[config.mk]
export PLATFORM = sky130hd
export DESIGN_NAME = adc_offset_calibrate_and_correct
export DESIGN_NICKNAME = d
export VERILOG_FILES = /design/src/hw/rtl/aocc_pkg.sv /design/src/hw/rtl/adc_offset_calibrate_and_correct.sv
export SDC_FILE = /design/constraint.sdc
export NUM_CORES = 2
export LEC_CHECK = 0
export BUFFER_PORTS_ARGS = -buffer_cell sky130_fd_sc_hd__buf_4
export CAP_MARGIN = 0
export CELL_PAD_IN_SITES_DETAIL_PLACEMENT = 1
export CELL_PAD_IN_SITES_GLOBAL_PLACEMENT = 2
export CORE_ASPECT_RATIO = 1.75
export CORE_MARGIN = 3
export CORE_UTILIZATION = 35
export CTS_CLUSTER_SIZE = 14
export DETAILED_ROUTE_END_ITERATION = 7
export PLACE_DENSITY = 0.73
export SLEW_MARGIN = 20
export SYNTH_ARGS = -nofsm -noshare
export SYNTH_HDL_FRONTEND = slang
export SYNTH_SLANG_ARGS = --single-unit
[constraint.sdc]
create_clock -name clk -period 24.2 [get_ports clk]
set_input_delay 3.63 -clock clk [delete_from_list [all_inputs] [get_ports clk]]
set_output_delay 3.63 -clock clk [all_outputs]
set_load 0.005 [all_outputs]
[src/hw/rtl/aocc_pkg.sv]
package aocc_pkg;

  localparam int NUM_CHANNELS_DEF = 16;
  localparam int SAMPLE_BITS      = 12;

  localparam int CH_W      = 4;
  localparam int SMP_W     = 12;
  localparam int CORR_W    = 13;
  localparam int ACC_W     = 24;
  localparam int OFS_W     = 12;
  localparam int CNT_W     = 13;
  localparam int SHIFT_W   = 4;
  localparam int MASK_W    = 16;
  localparam int CFG_IDX_W = 3;
  localparam int CFG_DAT_W = 16;

  localparam int IN_DATA_W  = 32;
  localparam int OUT_DATA_W = 24;
  localparam int OUT_USER_W = 2;

  localparam logic [SMP_W-1:0] SAMPLE_MASK   = SMP_W'((1 << SAMPLE_BITS) - 1);
  localparam logic [OFS_W-1:0] OFFSET_MAX    = '1;
  localparam logic [ACC_W-1:0] ACC_MAX       = '1;
  localparam logic [CNT_W-1:0] COUNT_MAX     = '1;
  localparam logic [OFS_W-1:0] OFFSET_RESET  = OFS_W'(2048);

  localparam logic [MASK_W-1:0]  CAL_MASK_RESET   = MASK_W'(4095);
  localparam logic [MASK_W-1:0]  RAW_MASK_RESET   = '0;
  localparam logic [CNT_W-1:0]   CAL_FRAMES_RESET = CNT_W'(1024);
  localparam logic [SHIFT_W-1:0] CAL_SHIFT_RESET  = SHIFT_W'(10);

  typedef enum logic [CFG_IDX_W-1:0] {
    CFG_CAL_MASK       = 3'd0,
    CFG_RAW_MASK       = 3'd1,
    CFG_CAL_FRAMES     = 3'd2,
    CFG_CAL_SHIFT      = 3'd3,
    CFG_DEFAULT_OFFSET = 3'd4
  } cfg_idx_t;

endpackage

[src/hw/rtl/adc_offset_calibrate_and_correct.sv]
// ADC zero-offset calibration and correction.
// Input stream: one request per channel conversion pair. in_tdata holds channel,
// sample_first and sample_second; in_tlast marks the last channel of a frame.
// Output stream: one result per request, in order. out_tdata holds the channel
// and the signed corrected value; out_tuser holds valid_res and calibrated.
// After reset the block calibrates: calibrated channels accumulate their first
// sample and frame ends are counted. When the count reaches cal_frames the
// offsets are loaded and calibration ends; results before that, and those for
// channels >= NUM_CHANNELS, carry valid_res 0. Otherwise each result is the mean
// of both samples minus the channel offset, or the first sample for raw channels.
// A request taken passes the input register, then the result register, which
// presents it. Throughput: one request per cycle while the receiver accepts
// results; all state updates for a request complete in the cycle it moves into
// the result register, so back-to-back requests on one channel need no stall.
// When the receiver stalls, the result register holds and the input register
// fills; in_tready drops only when both are occupied.
// Reset (synchronous, active low) restores the configuration and valid flags,
// clears accumulators, loads offsets with 2048 and restarts calibration; the data
// registers are not reset. Write configuration only while no request is in flight.
module adc_offset_calibrate_and_correct import aocc_pkg::*; #(
  parameter int NUM_CHANNELS = NUM_CHANNELS_DEF
) (
  input  logic                  clk,
  input  logic                  rst_n,
  input  logic                  in_tvalid,
  output logic                  in_tready,
  // [3:0] channel, [15:4] sample_first, [27:16] sample_second, [31:28] zero
  input  logic [IN_DATA_W-1:0]  in_tdata,
  input  logic                  in_tlast,
  output logic                  out_tvalid,
  input  logic                  out_tready,
  // [3:0] out_channel, [16:4] corrected, [23:17] zero
  output logic [OUT_DATA_W-1:0] out_tdata,
  // [0] valid_res, [1] calibrated
  output logic [OUT_USER_W-1:0] out_tuser,
  input  logic                  cfg_wr_en,
  input  logic [CFG_IDX_W-1:0]  cfg_addr,
  input  logic [CFG_DAT_W-1:0]  cfg_wdata
);

  localparam int IDX_W = (NUM_CHANNELS > 1) ? $clog2(NUM_CHANNELS) : 1;

  logic [MASK_W-1:0]  cal_mask_r;
  logic [MASK_W-1:0]  raw_mask_r;
  logic [CNT_W-1:0]   cal_frames_r;
  logic [SHIFT_W-1:0] cal_shift_r;
  logic [OFS_W-1:0]   default_offset_r;

  logic               s1_valid_r;
  logic [CH_W-1:0]    s1_ch_r;
  logic [SMP_W-1:0]   s1_s0_r;
  logic [SMP_W-1:0]   s1_s1_r;
  logic               s1_fend_r;

  logic               out_valid_r;
  logic [CH_W-1:0]    out_channel_r;
  logic [CORR_W-1:0]  corrected_r;
  logic               valid_res_r;
  logic               calibrated_r;

  logic [ACC_W-1:0]   acc_r   [NUM_CHANNELS];
  logic [ACC_W-1:0]   acc_nxt [NUM_CHANNELS];
  logic [OFS_W-1:0]   ofs_r   [NUM_CHANNELS];
  logic [OFS_W-1:0]   ofs_nxt [NUM_CHANNELS];
  logic [CNT_W-1:0]   fc_r;
  logic [CNT_W-1:0]   fc_nxt;
  logic               cal_done_r;
  logic               cal_done_nxt;

  logic               adv;
  logic               in_range;
  logic [SMP_W-1:0]   s0m;
  logic [SMP_W-1:0]   s1m;
  logic [CNT_W-1:0]   fc_inc;
  logic               finish;
  logic [OFS_W-1:0]   ofs_sel;
  logic [CORR_W-1:0]  mean;
  logic [CORR_W-1:0]  corrected_nxt;
  logic               valid_res_nxt;
  logic [ACC_W:0]     acc_sum;
  logic [ACC_W-1:0]   acc_shr;

  assign adv       = s1_valid_r && (!out_valid_r || out_tready);
  assign in_tready = !s1_valid_r || adv;

  assign out_tvalid = out_valid_r;
  assign out_tdata  = {(OUT_DATA_W - CORR_W - CH_W)'(0), corrected_r, out_channel_r};
  assign out_tuser  = {calibrated_r, valid_res_r};

  always_ff @(posedge clk) begin
    if (!rst_n) begin
      cal_mask_r       <= CAL_MASK_RESET;
      raw_mask_r       <= RAW_MASK_RESET;
      cal_frames_r     <= CAL_FRAMES_RESET;
      cal_shift_r      <= CAL_SHIFT_RESET;
      default_offset_r <= OFFSET_RESET;
    end else if (cfg_wr_en) begin
      unique case (cfg_addr)
        CFG_CAL_MASK:       cal_mask_r       <= cfg_wdata;
        CFG_RAW_MASK:       raw_mask_r       <= cfg_wdata;
        CFG_CAL_FRAMES:     cal_frames_r     <= cfg_wdata[CNT_W-1:0];
        CFG_CAL_SHIFT:      cal_shift_r      <= cfg_wdata[SHIFT_W-1:0];
        CFG_DEFAULT_OFFSET: default_offset_r <= cfg_wdata[OFS_W-1:0];
        default: ;
      endcase
    end
  end

  always_comb begin
    in_range = 32'(s1_ch_r) < NUM_CHANNELS;
    s0m      = s1_s0_r & SAMPLE_MASK;
    s1m      = s1_s1_r & SAMPLE_MASK;
    fc_inc   = (fc_r < COUNT_MAX) ? fc_r + CNT_W'(1) : fc_r;
    finish   = !cal_done_r && s1_fend_r && (fc_inc >= cal_frames_r);

    fc_nxt       = fc_r;
    cal_done_nxt = cal_done_r;
    if (adv && !cal_done_r && s1_fend_r) begin
      fc_nxt = finish ? '0 : fc_inc;
      if (finish) begin
        cal_done_nxt = 1'b1;
      end
    end

    for (int c = 0; c < NUM_CHANNELS; c++) begin
      acc_nxt[c] = acc_r[c];
      acc_sum    = {1'b0, acc_r[c]} + (ACC_W + 1)'(s0m);
      if (adv && !cal_done_r && cal_mask_r[c] && (s1_ch_r == CH_W'(c))) begin
        acc_nxt[c] = acc_sum[ACC_W] ? ACC_MAX : acc_sum[ACC_W-1:0];
      end
      ofs_nxt[c] = ofs_r[c];
      acc_shr    = acc_nxt[c] >> cal_shift_r;
      if (adv && finish) begin
        if (cal_mask_r[c]) begin
          ofs_nxt[c] = (|acc_shr[ACC_W-1:OFS_W]) ? OFFSET_MAX : acc_shr[OFS_W-1:0];
        end else begin
          ofs_nxt[c] = default_offset_r;
        end
      end
    end

    ofs_sel = in_range ? ofs_r[s1_ch_r[IDX_W-1:0]] : '0;
    mean    = CORR_W'(({1'b0, s0m} + {1'b0, s1m}) >> 1);
    valid_res_nxt = cal_done_r && in_range;
    if (!valid_res_nxt) begin
      corrected_nxt = '0;
    end else if (raw_mask_r[s1_ch_r]) begin
      corrected_nxt = CORR_W'(s0m);
    end else begin
      corrected_nxt = mean - CORR_W'(ofs_sel);
    end
  end

  always_ff @(posedge clk) begin
    if (!rst_n) begin
      for (int c = 0; c < NUM_CHANNELS; c++) begin
        acc_r[c] <= '0;
        ofs_r[c] <= OFFSET_RESET;
      end
      fc_r       <= '0;
      cal_done_r <= 1'b0;
    end else begin
      for (int c = 0; c < NUM_CHANNELS; c++) begin
        acc_r[c] <= acc_nxt[c];
        ofs_r[c] <= ofs_nxt[c];
      end
      fc_r       <= fc_nxt;
      cal_done_r <= cal_done_nxt;
    end
  end

  always_ff @(posedge clk) begin
    if (!rst_n) begin
      s1_valid_r  <= 1'b0;
      out_valid_r <= 1'b0;
    end else begin
      if (in_tready) begin
        s1_valid_r <= in_tvalid;
      end
      if (adv) begin
        out_valid_r <= 1'b1;
      end else if (out_tready) begin
        out_valid_r <= 1'b0;
      end
    end
  end

  always_ff @(posedge clk) begin
    if (in_tready && in_tvalid) begin
      s1_ch_r   <= in_tdata[CH_W-1:0];
      s1_s0_r   <= in_tdata[CH_W+SMP_W-1:CH_W];
      s1_s1_r   <= in_tdata[CH_W+2*SMP_W-1:CH_W+SMP_W];
      s1_fend_r <= in_tlast;
    end
    if (adv) begin
      out_channel_r <= s1_ch_r;
      corrected_r   <= corrected_nxt;
      valid_res_r   <= valid_res_nxt;
      calibrated_r  <= cal_done_nxt;
    end
  end

endmodule

# Word level (Yosys, flattened, before mapping)
# Memories as Yosys holds them, arrays and structs flattened. A register that Yosys moved wholly into a read port is not among the register bits.
# Index checks and enable logic that the tools add are counted.
# word_totals
ff_bits	125
latch_bits	0
mem_bits_rw	576
mem_bits_ro	0
in_bits	57
out_inout_bits	28
wordCells	305
n_memories	2
# classes
addsub	19
multipliers	0
div_mod_pow	0
magnitude_cmp	3
n_eq_ne	20
shift	16
mux	124
bitwise_logic	33
n_reduce_logical	70
# memory_table
memory	words	word_bits	rd	rd_clocked_by_memory_dff	wr	line	rtl
acc_r	16	24	16	0	16	adc_offset_calibrate_and_correct.sv:61	logic [ACC_W-1:0] acc_r [NUM_CHANNELS];
ofs_r	16	12	1	1	16	adc_offset_calibrate_and_correct.sv:63	logic [OFS_W-1:0] ofs_r [NUM_CHANNELS];
# ops
cell	n
two-way mux 24 bit	48
two-way mux 12 bit	65
adder 24 x 12 -> 25 bit	16
right shift 24 x 4 -> 24 bit	16
OR reduction 12 bit	16
logical AND 1 bit	39
== test 4 bit, second input constant	8
OR 1 bit	32
two-way mux 13 bit	2
== test 4 x 3 -> 1 bit, second input constant	4
adder 12 x 12 -> 13 bit	1
adder 13 x 1 -> 13 bit, second input constant	1
greater-or-equal comparator 13 bit	1
< comparator 13 bit, second input constant	1
subtractor 12 x 12 -> 13 bit	1
AND reduction 2 bit	6
== test 4 x 2 -> 1 bit, second input constant	2
two-way mux 1 bit	7
== test 3 x 2 -> 1 bit, second input constant	2
< comparator 4 x 5 -> 1 bit, second input constant	1
binary-select mux 1 bit (select 4 bit)	1
== test 4 x 1 -> 1 bit, second input constant	1
zero test 4 bit	1
two-way mux 4 bit	1
9 further kinds	12

# Depth between registers and ports, before layout
# depth
depth_word	13
depth_mapped	21
depth_no_buf	20

# Least setup slack after synthesis
# Ideal clock, no wire load.
# synth_path
path_kind	in2reg
start	input port out_tready
end	memory ofs_r[0][0] (enable)
setup_time_ns	1.010
arrival_time_ns	18.670
required_time_ns	23.190
slack_ns	4.521
path_stages	7
path_buffers	3
cell_sequence	nand2b_1 > buf_2 > clkbuf_1 > and2_1 > nand3b_1 > clkbuf_1 > o21ai_0
# synth_rtl
item	line	rtl
start, declared	adc_offset_calibrate_and_correct.sv:31	input logic out_tready,
end, declared	adc_offset_calibrate_and_correct.sv:63	

==> out/qor.yml <==
run_status:
  status: "finished clean"
setup_path:
  arrival_ns: 8.63
  start_kind: "input port"
  endpoint_kind: "flop"
  slowest_delay_ns: 0.81
  cp_cell_sequence: "buf_4, nand2b_1, buf_4, and4_1, nand3_1, a21oi_2, mux2_2, a211oi_1, nor2_1, a211oi_1, nand2_1, o41ai_1, and2_1, a21oi_1"
  critPathTopFamily: "compound AO/OA/AOI/OAI gates"
  worstPathRequired_ns: 24.57
  path_max_fanout: 20
  crit_type: "in -> reg"
  path_buf_inv: 2
  worst_path_max_delay_cell: "and4_1"
logic_synthesis:
  syn_inst: 7535
  avgSynthCellArea_um2: 8.01
  yosysUniqueCellTypes: 126
  async_flop_share_pct: 0
  synth-edff-count: 240
  yosysWarningCount: 0
  ys_seq_area_share_pct: 27.4
  synth_flop_cell: "dfxtp_1"
  synthesis.area_mm2: 0.0604
  synth-seq-cells: 705
die:
  dieArea_mm2: 0.178
  core_mm2: 0.171
  initial_core_util_pct: 35.2
  std_cell_rows: 201
  dieWidth_um: 320
  io_pins: 85
  die_y_um: 555
sta:
  drv_slew: 0
  rsz0062_at_grt: "false"
  slew_headroom_pct: 19.5
  worst_pin_slew_ns: 1.20
  hold_viol: 0
  tns_ns: 0
  clock.fmax_mhz: 121
  whs_ns: 0.453
  fin_crit_ns: 8.26
  setup_viol: 0
  fin_worst_skew_ns: 0.0440
  final.period_utilization_pct: 34.1
detailed_routing:
  wl_mm: 309
  drt_iter0_drc: 4720
  wl_per_cell_um: 32.0
  drc_errors: 0
  detail-route-antenna-nets: 0
  firstDrtPassIters: 6
  via_count: 63400
  vias_per_cell: 6.57
clocking:
  cts_hold_buf: 0
  cts_tree: "built"
  numCtsBuffers: 79
  clk_pin_slew_ns: 0.06
  clock_sinks: 705
  cts_setup_buffers: 0
  htreeDepth: 3
  cts-root-buf: "clkbuf_16"
  insertion_delay_ns: 0.73
  cts_resized: 0
  clockBufferDepth: 3
global_route:
  grt_overflow: 0
  first_global_vias: 64400
  grt_max_degree: 137
  grt_pass1_wl_mm: 444
  antenna_found_initial: 36
  grt_use_total_pct: 33.6
placed_design:
  io_buffers: 73
  post-dp-hpwl_mm: 223
  place_congestion: 1.01
  dp.cells: 9467
min_path:
  hp-class: "reg -> reg"
pwr:
  power.density_mw_per_mm2: 47.6
  leakagePower_nw: 24.4
  max-vdd-ir-drop_uv: 42.3
final_layout:
  nFillCells: 20400
  final_cells: 9642
  multi_input_area_mm2: 0.0414
  seqCellArea_mm2: 0.0165
  layout-drive-gt1-share_pct: 10.1
  area_growth_pct: 9.10
  final_net_count: 7620
flow_run:
  maxCapViolations: 0
## cell families (layout without fill, tap and decap cells)
kind of cell	after synthesis	in the layout	synth area share [%]
AND/OR/NAND/NOR	2578	2578	20.2
AO/OA/AOI/OAI	2577	2577	28.3
flip-flops	705	705	27.4
buffers and inverters	665	506	4.38
multiplexers	470	470	10.1
XOR/XNOR	292	292	4.24
adder cells (fa/ha/maj)	247	247	5.34
other	1	34	0.00621
## Yosys cell counts, types with 21 or more instances
| library cell | number | area share [%] |
|---|---|---|
| xor2_1 | 103 | 1.5 |
| ha_1 | 229 | 4.7 |
| or3_1 | 42 | 0.44 |
| a211o_1 | 34 | 0.49 |
| a31oi_1 | 90 | 0.93 |
| o2111ai_1 | 26 | 0.38 |
| o211ai_1 | 102 | 1.3 |
| and3_1 | 94 | 0.97 |
| a211oi_1 | 156 | 1.9 |
| a21o_1 | 105 | 1.3 |
| o221a_2 | 30 | 0.56 |
| clkbuf_1 | 358 | 2.2 |
| nand3_1 | 214 | 1.8 |
| nor3_1 | 150 | 1.2 |
| o31ai_1 | 27 | 0.34 |
| buf_1 | 97 | 0.60 |
| dfxtp_1 | 465 | 15 |
| nand2_1 | 771 | 4.8 |
| buf_2 | 60 | 0.50 |
| xnor2_1 | 189 | 2.7 |
| nand4_1 | 88 | 0.91 |
| mux2i_1 | 259 | 4.3 |
| mux4_2 | 101 | 3.8 |
| nor2b_1 | 46 | 0.48 |
| nand2b_1 | 50 | 0.52 |
| a21oi_1 | 701 | 5.8 |
| inv_1 | 127 | 0.79 |
| o21bai_1 | 31 | 0.39 |
| mux2_2 | 109 | 2.0 |
| and4_1 | 30 | 0.44 |
| and2_1 | 178 | 1.8 |
| edfxtp_1 | 240 | 12 |
| a221oi_1 | 36 | 0.52 |
| or2_2 | 36 | 0.37 |
| nor2_1 | 767 | 4.8 |
| o21ai_0 | 507 | 4.2 |
| a22oi_1 | 55 | 0.68 |
| o22a_1 | 57 | 0.83 |
| o221ai_1 | 84 | 1.2 |
| o22ai_1 | 136 | 1.4 |
| a311oi_1 | 22 | 0.32 |
| o21a_1 | 59 | 0.73 |
| a2111oi_0 | 23 | 0.33 |
| nor4_1 | 21 | 0.22 |
## tightest hold or removal path, cell delays in order, from the launching register on
cell and delay (ns):
dfxtp_1 0.31, nand2_1 0.05, a21oi_1 0.05
## metal layers
metal | up-vias | wire [um] | global-route usage, %
li1 | 28000 | - | -
met1 | 31900 | 109000 | 35.3
met2 | 2511 | 153000 | 59.4
met3 | 1015 | 17900 | 5.10
met4 | 6 | 28800 | 27.2
met5 | - | 42 | 0
## flip-flops by register name, summed over array words and instances, names as in the netlist, 4 cells and up, named ones only
name	cells
acc_r	384
ofs_r	192
cal_mask_r	16
raw_mask_r	16
cal_frames_r	13
corrected_r	13
fc_r	13
default_offset_r	12
s0m	12
s1_s1_r	12
cal_shift_r	4
out_channel_r	4
s1_ch_r	4
## path summary, 6_finish.rpt
check             cells past startpoint            from              to  slack (ns)
hold / removal                        2  raw_mask_r[12]  raw_mask_r[12]        0.45
setup reg to reg                     20         fc_r[3]     ofs_r[9][1]       17.54
setup / recovery                     14      out_tready     ofs_r[7][8]       15.94
hold reg to reg                       2  raw_mask_r[12]  raw_mask_r[12]        0.45
## placed cells by master, fill, tap and decap left out, types with 88 or more instances in the layout
cell type	synthesis	layout
nand2_1	771	769
nor2_1	767	754
a21oi_1	701	701
o21ai_0	507	505
dfxtp_1	465	459
mux2i_1	259	259
edfxtp_1	240	240
ha_1	229	229
buf_4	15	222
nand3_1	214	214
xnor2_1	189	189
and2_1	178	178
a211oi_1	156	155
nor3_1	150	148
o22ai_1	136	136
inv_1	127	127
mux2_2	109	109
a21o_1	105	105
xor2_1	103	103
o211ai_1	102	102
mux4_2	101	101
and3_1	94	94
a31oi_1	90	90
nand4_1	88	88
## power breakdown
part	internal (mW)	switching, mW
logic	0.157	0.327
registers	1.25	0.0265
clock network	0.785	0.593
total	2.19	0.946
## metrics by stage
step	power, mW	instance area (um2)	util, %	setup slack [ns]
6_report	3.14	65800	38.4	15.94
5_1_grt	3.22	65800	38.4	15.68
4_1_cts	3.14	65800	38.4	16.03
3_5_place_dp	1.77	63000	36.8	15.32
3_3_place_gp	1.76	63000	36.8	15.35
2_1_floorplan	1.59	60400	-	4.52
## final cells by class
cell class                 count  share of cell area [%]
antenna                       27                   0.103
sequential                   705                    25.1
inverter                     132                   0.796
clock buffer                 104                    3.35
clock inverter                43                   0.887
tap                         2233                    4.24
timing repair buffer         227                    2.65
multi-input combinational   6171                    62.9
(Power assumes the default switching activity.)
